--- src/sv/rhh_pkg.sv ---
// Package with types, constants and helpers for the Robin Hood hash table.
`default_nettype none
package rhh_pkg;
	localparam int TABLE_BITS = 10;
	localparam int KEY_BYTES = 8;
	localparam int TABLE_SIZE = 1 << TABLE_BITS;
	localparam int PSL_W = 10;
	localparam logic [PSL_W-1:0] PSL_MAX = 10'd1023;
	localparam logic [31:0] GOLDEN = 32'h61C88647;

	localparam logic [1:0] FUNC_FIND = 2'd0;
	localparam logic [1:0] FUNC_ADD = 2'd1;
	localparam logic [1:0] FUNC_DEL = 2'd2;
	localparam logic [1:0] FUNC_RSVD = 2'd3;

	localparam logic [1:0] ST_OK = 2'd0;
	localparam logic [1:0] ST_NOTFOUND = 2'd1;
	localparam logic [1:0] ST_EXISTS = 2'd2;
	localparam logic [1:0] ST_FULL = 2'd3;

	localparam logic [0:0] REG_CASE = 1'd0;
	localparam logic [0:0] REG_BITS = 1'd1;

	typedef struct packed {
		logic [1:0] func;
		logic [31:0] hash_value;
		logic [63:0] key_bytes;
		logic [3:0] key_length;
		logic [63:0] value_in;
	} req_t;

	typedef struct packed {
		logic [1:0] status;
		logic [63:0] value_out;
		logic [10:0] entries_held;
	} rsp_t;

	typedef struct packed {
		logic valid;
		logic [31:0] hash;
		logic [63:0] key;
		logic [3:0] klen;
		logic [63:0] value;
		logic [PSL_W-1:0] psl;
	} entry_t;

	typedef enum logic [3:0] {
		S_INIT, S_IDLE, S_HOME, S_RD, S_CHK, S_INS_RD, S_INS_CHK, S_DEL_RD, S_DEL_CHK, S_DONE
	} state_t;

	typedef struct packed {
		logic clear_mem;
		logic load;
		logic home;
		logic rd_pos;
		logic rd_next;
		logic step;
		logic swap;
		logic write_carry;
		logic move_back;
		logic clear_cur;
		logic clr_iter;
		logic inc_count;
		logic dec_count;
		logic [1:0] status;
		logic take_value;
		logic done;
	} cmd_t;

	typedef struct packed {
		logic [1:0] func;
		logic valid;
		logic match;
		logic stop_find;
		logic rich;
		logic last;
		logic next_stop;
		logic init_last;
	} sts_t;

	function automatic logic [7:0] fold(input logic ci, input logic [7:0] c);
		fold = (ci && c >= 8'h41 && c <= 8'h5A) ? c + 8'h20 : c;
	endfunction
endpackage
`default_nettype wire

--- src/sv/rhh_ctrl.sv ---
// Controller state machine for the Robin Hood hash table.
`default_nettype none
module rhh_ctrl import rhh_pkg::*; (
	input wire logic clk,
	input wire logic arst_n,
	input wire logic start,
	output logic busy,
	input wire sts_t sts,
	output cmd_t cmd
);
	state_t state_q, nxt;

	always_ff @(posedge clk or negedge arst_n) begin
		if (!arst_n) begin
			state_q <= S_INIT;
		end else begin
			state_q <= nxt;
		end
	end

	always_comb begin
		nxt = state_q;
		cmd = '0;
		busy = (state_q != S_IDLE);
		unique case (state_q)
			S_INIT: begin
				cmd.clear_mem = 1'b1;
				if (sts.init_last) begin
					nxt = S_IDLE;
				end
			end
			S_IDLE: begin
				if (start) begin
					cmd.load = 1'b1;
					nxt = S_HOME;
				end
			end
			S_HOME: begin
				cmd.home = 1'b1;
				nxt = S_RD;
			end
			S_RD: begin
				cmd.rd_pos = 1'b1;
				nxt = S_CHK;
			end
			S_CHK: begin
				if (sts.func == FUNC_ADD) begin
					if (!sts.valid) begin
						cmd.home = 1'b1;
						nxt = S_INS_RD;
					end else if (sts.match) begin
						cmd.status = ST_EXISTS;
						nxt = S_DONE;
					end else if (sts.last) begin
						cmd.status = ST_FULL;
						nxt = S_DONE;
					end else begin
						cmd.step = 1'b1;
						nxt = S_RD;
					end
				end else if (sts.func == FUNC_FIND || sts.func == FUNC_DEL) begin
					if (!sts.valid || sts.stop_find) begin
						cmd.status = ST_NOTFOUND;
						nxt = S_DONE;
					end else if (sts.match) begin
						if (sts.func == FUNC_FIND) begin
							cmd.status = ST_OK;
							cmd.take_value = 1'b1;
							nxt = S_DONE;
						end else begin
							cmd.dec_count = 1'b1;
							cmd.clr_iter = 1'b1;
							nxt = S_DEL_RD;
						end
					end else if (sts.last) begin
						cmd.status = ST_NOTFOUND;
						nxt = S_DONE;
					end else begin
						cmd.step = 1'b1;
						nxt = S_RD;
					end
				end else begin
					cmd.status = ST_NOTFOUND;
					nxt = S_DONE;
				end
			end
			S_INS_RD: begin
				cmd.rd_pos = 1'b1;
				nxt = S_INS_CHK;
			end
			S_INS_CHK: begin
				if (!sts.valid) begin
					cmd.write_carry = 1'b1;
					cmd.inc_count = 1'b1;
					cmd.status = ST_OK;
					nxt = S_DONE;
				end else begin
					cmd.swap = sts.rich;
					cmd.step = 1'b1;
					nxt = S_INS_RD;
				end
			end
			S_DEL_RD: begin
				cmd.rd_next = 1'b1;
				nxt = S_DEL_CHK;
			end
			S_DEL_CHK: begin
				if (sts.next_stop || sts.last) begin
					cmd.clear_cur = 1'b1;
					cmd.status = ST_OK;
					nxt = S_DONE;
				end else begin
					cmd.move_back = 1'b1;
					cmd.step = 1'b1;
					nxt = S_DEL_RD;
				end
			end
			S_DONE: begin
				cmd.done = 1'b1;
				nxt = S_IDLE;
			end
			default: nxt = S_IDLE;
		endcase
	end
endmodule
`default_nettype wire

--- config.mk ---
export PLATFORM = sky130hd
export DESIGN_NAME = rhh_ctrl
export DESIGN_NICKNAME = d
export VERILOG_FILES = /design/src/sv/rhh_pkg.sv /design/src/sv/rhh_ctrl.sv
export SDC_FILE = /design/constraint.sdc
export NUM_CORES = 1
export LEC_CHECK = 0
export ABC_AREA = 1
export BUFFER_PORTS_ARGS = -buffer_cell sky130_fd_sc_hd__buf_4
export CAP_MARGIN = 20
export CORE_MARGIN = 2
export CORE_UTILIZATION = 43
export CTS_CLUSTER_SIZE = 20
export DETAILED_ROUTE_END_ITERATION = 10
export GPL_ROUTABILITY_DRIVEN = 0
export PLACE_DENSITY = 0.82
export SKIP_LAST_GASP = 1
export SLEW_MARGIN = 20
export SYNTH_ARGS = -nofsm -noshare
export SYNTH_HDL_FRONTEND = slang
export SYNTH_SLANG_ARGS = --single-unit
export TNS_END_PERCENT = 50
--- constraint.sdc ---
create_clock -name clk -period 1.2 [get_ports clk]
set_input_delay 0.06 -clock clk [delete_from_list [all_inputs] [get_ports clk]]
set_output_delay 0.06 -clock clk [all_outputs]
set_load 0.03 [all_outputs]
After elaboration in Yosys (flattened, before gate mapping). Index checks and enable logic that the tools add are counted.

Register bits: 4. Logic and storage cells: 79. Bits of input ports: 12.

Equality and inequality tests: 14. Reductions and logical operators: 8. Muxes and demuxes: 56.

Operator list (number): 4-bit two-way mux (12); 4-bit case mux with 9 select lines (1); 1-bit two-way mux (30); 2-bit two-way mux (11); 4-bit by 3-bit == test with 1-bit output, second input constant (4); 4-bit by 2-bit == test with 1-bit output, second input constant (2); 4-bit == test, second input constant (2); 4-bit by 1-bit == test with 1-bit output, second input constant (1); 4-bit logical NOT (1); 2-bit inequality test, second input constant (2); 4-bit by 1-bit inequality test with 1-bit output, second input constant (1); 1-bit logical OR (3); 1-bit case mux with 3 select lines (1); 2-bit by 1-bit == test with 1-bit output, second input constant (1); 2-bit == test, second input constant (1); 2-bit logical NOT (1); 1-bit case mux with 2 select lines (1); 2-bit AND reduction (1); 2-bit OR reduction (1); 1-bit logical NOT (1).

Logic depth before layout (Yosys ltp).
Word-level depth: 7. Depth in mapped cells: 8.

Least setup slack after synthesis. Ideal clock, no wire load.

Kind: reg-to-output. Start: register state_q[0]. End: output port cmd[6] in the netlist's numbering. Buffers on the path: 1. Arrival time: 1.491 ns. Path slack: -0.351 ns. Cell stages (with the launch flop): 7. Data required time: 1.140 ns. Cells stage by stage: dfrtp_1 -> inv_2 -> nand2_4 -> nor2_8 -> nand2_1 -> nor2_1 -> buf_4.

RTL lines: start, declared (line rhh_ctrl.sv:11) `state_t state_q, nxt;`; start signal, assigned (line rhh_ctrl.sv:17) `state_q <= nxt;`; end, declared (line rhh_ctrl.sv:9) `output cmd_t cmd`.

==> results.md <==
* Die height at 40.7 µm
* Core ar. at approximately 0.0013 mm²
* CP bufs+invs at 3
* Mapped Cells at 94
* Post-synthesis register bit count at 4
* Total power draw at 0.00241 W
* Met2 GRT Util at 47.6%
* Cell Chain, Critical Path: buf_4 -> nor3_4 -> nand2_1 -> nand2_1 -> inv_2 -> o21ai_4 -> buf_6
* DRC at 0
* Mapped Avg Cell Area at 6.15 µm²
* Delay-heaviest family, CP: simple AND/OR/NAND/NOR gates
* Vias at between 800 and 900
* Initial antenna violation count at 0
* Failing checks: setup timing
* Worst setup margin at -389 ps
* Fmax achieved at roughly 630 MHz
* Pint at 0.00113 W
* First-pass GRT wire length at 2650 µm
* Largest regs: state_q: 4 flops
* Maxcap violations at 0
* Slowest CP cell: dfrtp_2
* Antenna-violating nets left at 0
* Hold crit path type: in -> reg
* Tmin final at ~1600 ps
* Startpoint Class: flop
* Total congestion overflow at 0
* Status: complete, but fails checks
* Wire per inst at 14.6 µm
* Final Util at 85.5%
* Register share of total power at 11.4%
* Starting Density at 45.0%
* Net Switching at 0.00128 W
* Synthesized Nets at about 110
* Slew Limit Fails at 0
* Grt met3 use at 4.35%
* Leakage at about 0.63 nW
* CTS tree: built
* Worst VDD drop at 1700 µV
* Max FFs per register at 4
* Placed cell count at roughly 150
* Worst-margin pin slew at 303 ps
* Max-Slew Margin vs Limit at 79.7%
* Pwr dens at 2190 mW/mm²
* Reg clk slew, reported paths at ~40 ps
* Ys Warns at 0
* Grt peak-use layer: met2
* Unique masters post-synth at 24
* Antenna diodes at 0
* CP max FO at 3
* CP dominant cell by count: nand2_1
* Setup violators final at 22
* Switching power share of the total at 53.0%
* # nets final at approximately 160
* Syn Std Cell Area at 578 µm²
* Dpl hpwl at 1380 µm
* Root Buffer Master: clkbuf_4
* Comb pwr share at 81.4%
* Share of layout cells above drive strength 1 at around 60%
* RSZ-0062 raised after global routing: true
* Clk_lat worst skew at 240 ps
* Grt met1 use at 26.9%
* H-tree levels at 1
* IO Pins at 30
* Row cnt at 13
* Reg with most FFs: state_q
* Largest net degree at the start of global routing at 6
* Port bufs at 29
* Vias per cell at about 5.2
* Area Growth Syn to Fin at 90.0%
* CTS max path bufs at 2
* Critical path class: reg -> out
* CP required at 1140 ps
* Final Hold Viols at 0
* Final WL at 2310 µm
* CTS Buf Count at 3
* DR iter-0 viols at 22
* Non-filler cells, final at 158
* DR pass1 iterations at 4
* Worst EP arrival at 1530 ps
* DIE AREA at 0.00165 mm²
* Vias in the first global route at ~640
* Power share of the clock group at 7.2%
* Gr usage total at 25.9%
* Register area share after synthesis at 17.3%
* Crit end category: primary output
* Period utilisation layout at 132%
* Die X at 40.7 µm
* Clock Skew at slightly above 5 ps
* Clock tree sinks at 4
* Largest stage delay, worst path at roughly 420 ps
-- power groups by stage --
stage / combinational (W) / clock [W] / sequential, W
floorplan: 0.000923 / 0 / 0.000267
global placement: 0.00143 / 0 / 0.000257
detailed placement: 0.00146 / 0 / 0.000268
CTS: 0.00166 / 0.000174 / 0.000268
global route: 0.00205 / 0.000180 / 0.000274
finish: 0.00196 / 0.000174 / 0.000274
-- cells in the mapped netlist (all sizes together) --
cell / n / share of area, %
nor2: 20 / 18
buf: 2 / 2.6
nand4: 1 / 1.1
a21oi: 1 / 1.5
dfrtp: 4 / 17
nor3: 4 / 6.3
nand3: 6 / 6.1
a31oi: 2 / 2.2
o31ai: 1 / 2.2
o21ai: 6 / 5.8
nand2: 22 / 21
inv: 25 / 17
-- tightest hold or removal path, cell delays in order --
cell	delay (ps)
buf_4	90
o31ai_4	80
a21oi_2	90
-- logic make-up after synthesis --
kind of cell	count (synthesis)	synth area share, %
AOI/OAI and AO/OA	10	11.7
DFF	4	17.3
and+or+nand+nor	53	51.7
buffers and inverters	27	19.3
-- what timing repair did --
action / CTS / global route
endpoints found under the hold margin: 4 / 0
pin swaps: 4 / 4
setup endpoints to repair: 21 / 22
setup buffers: 5 / 3
gates resized for setup: 13 / 12
hold buffers: 1 / 0
-- worst paths after layout --
kind / depth (start not counted) / to / slack (ps) / start
max in group asynchronous: 2 / state_q[0] / 920 / arst_n
max: 7 / cmd[11] / -390 / state_q[0]
min reg2reg: 3 / state_q[0] / 730 / state_q[3]
max reg2reg: 6 / state_q[0] / -170 / state_q[0]
min in group asynchronous: 2 / state_q[3] / 170 / arst_n
min: 3 / state_q[1] / 140 / sts[0]
-- cells in the final DEF (no fill, tap or decap) --
cell and count:
a31oi_4 1, buf_6 9, nand3_1 4, buf_4 38
dfrtp_1 3, inv_4 1, inv_1 15, o31ai_4 1
inv_2 9, nand4_1 1, clkbuf_4 3, nor2_1 14
o21ai_0 3, o21ai_2 2, a31oi_1 1, nor3_1 1
nand2_2 4, nor3_4 2, nand2_8 1, o21ai_4 1
nand3_2 2, dfrtp_2 1, nor2_8 1, nor2_2 1
nor2_4 4, nand2_4 4, nand2_1 13, dlygate4sd3_1 1
a21oi_2 1, nor3_2 1
-- routing by layer --
metal  vias up  share of wire (%)
met5         -                  0
met2        37                 56
li1        383                  -
met3        10                5.9
met4         0                2.6
met1       394                 36
-- layout make-up --
type / count / area, µm²
fill: 66 / 186
tap: 15 / 18.8
inverter: 25 / 96.3
clock buffer: 3 / 22.5
sequential: 4 / 101
timing repair buffer: 48 / 397
multi-input combinational: 63 / 463
-- per-stage QoR --
stage	setup TNS (ps)	setup slack (ps)	instance area, µm²	hold WS (ps)
2_1_floorplan	-540	-108	619	-236
4_1_cts	-3850	-307	1030	137
6_report	-5250	-389	1100	136
5_1_grt	-6120	-467	1100	147
3_3_place_gp	-40.0	-21.3	916	-144
3_5_place_dp	-257	-92.0	916	-141
No activity file was read; power rests on OpenSTA's default activity.
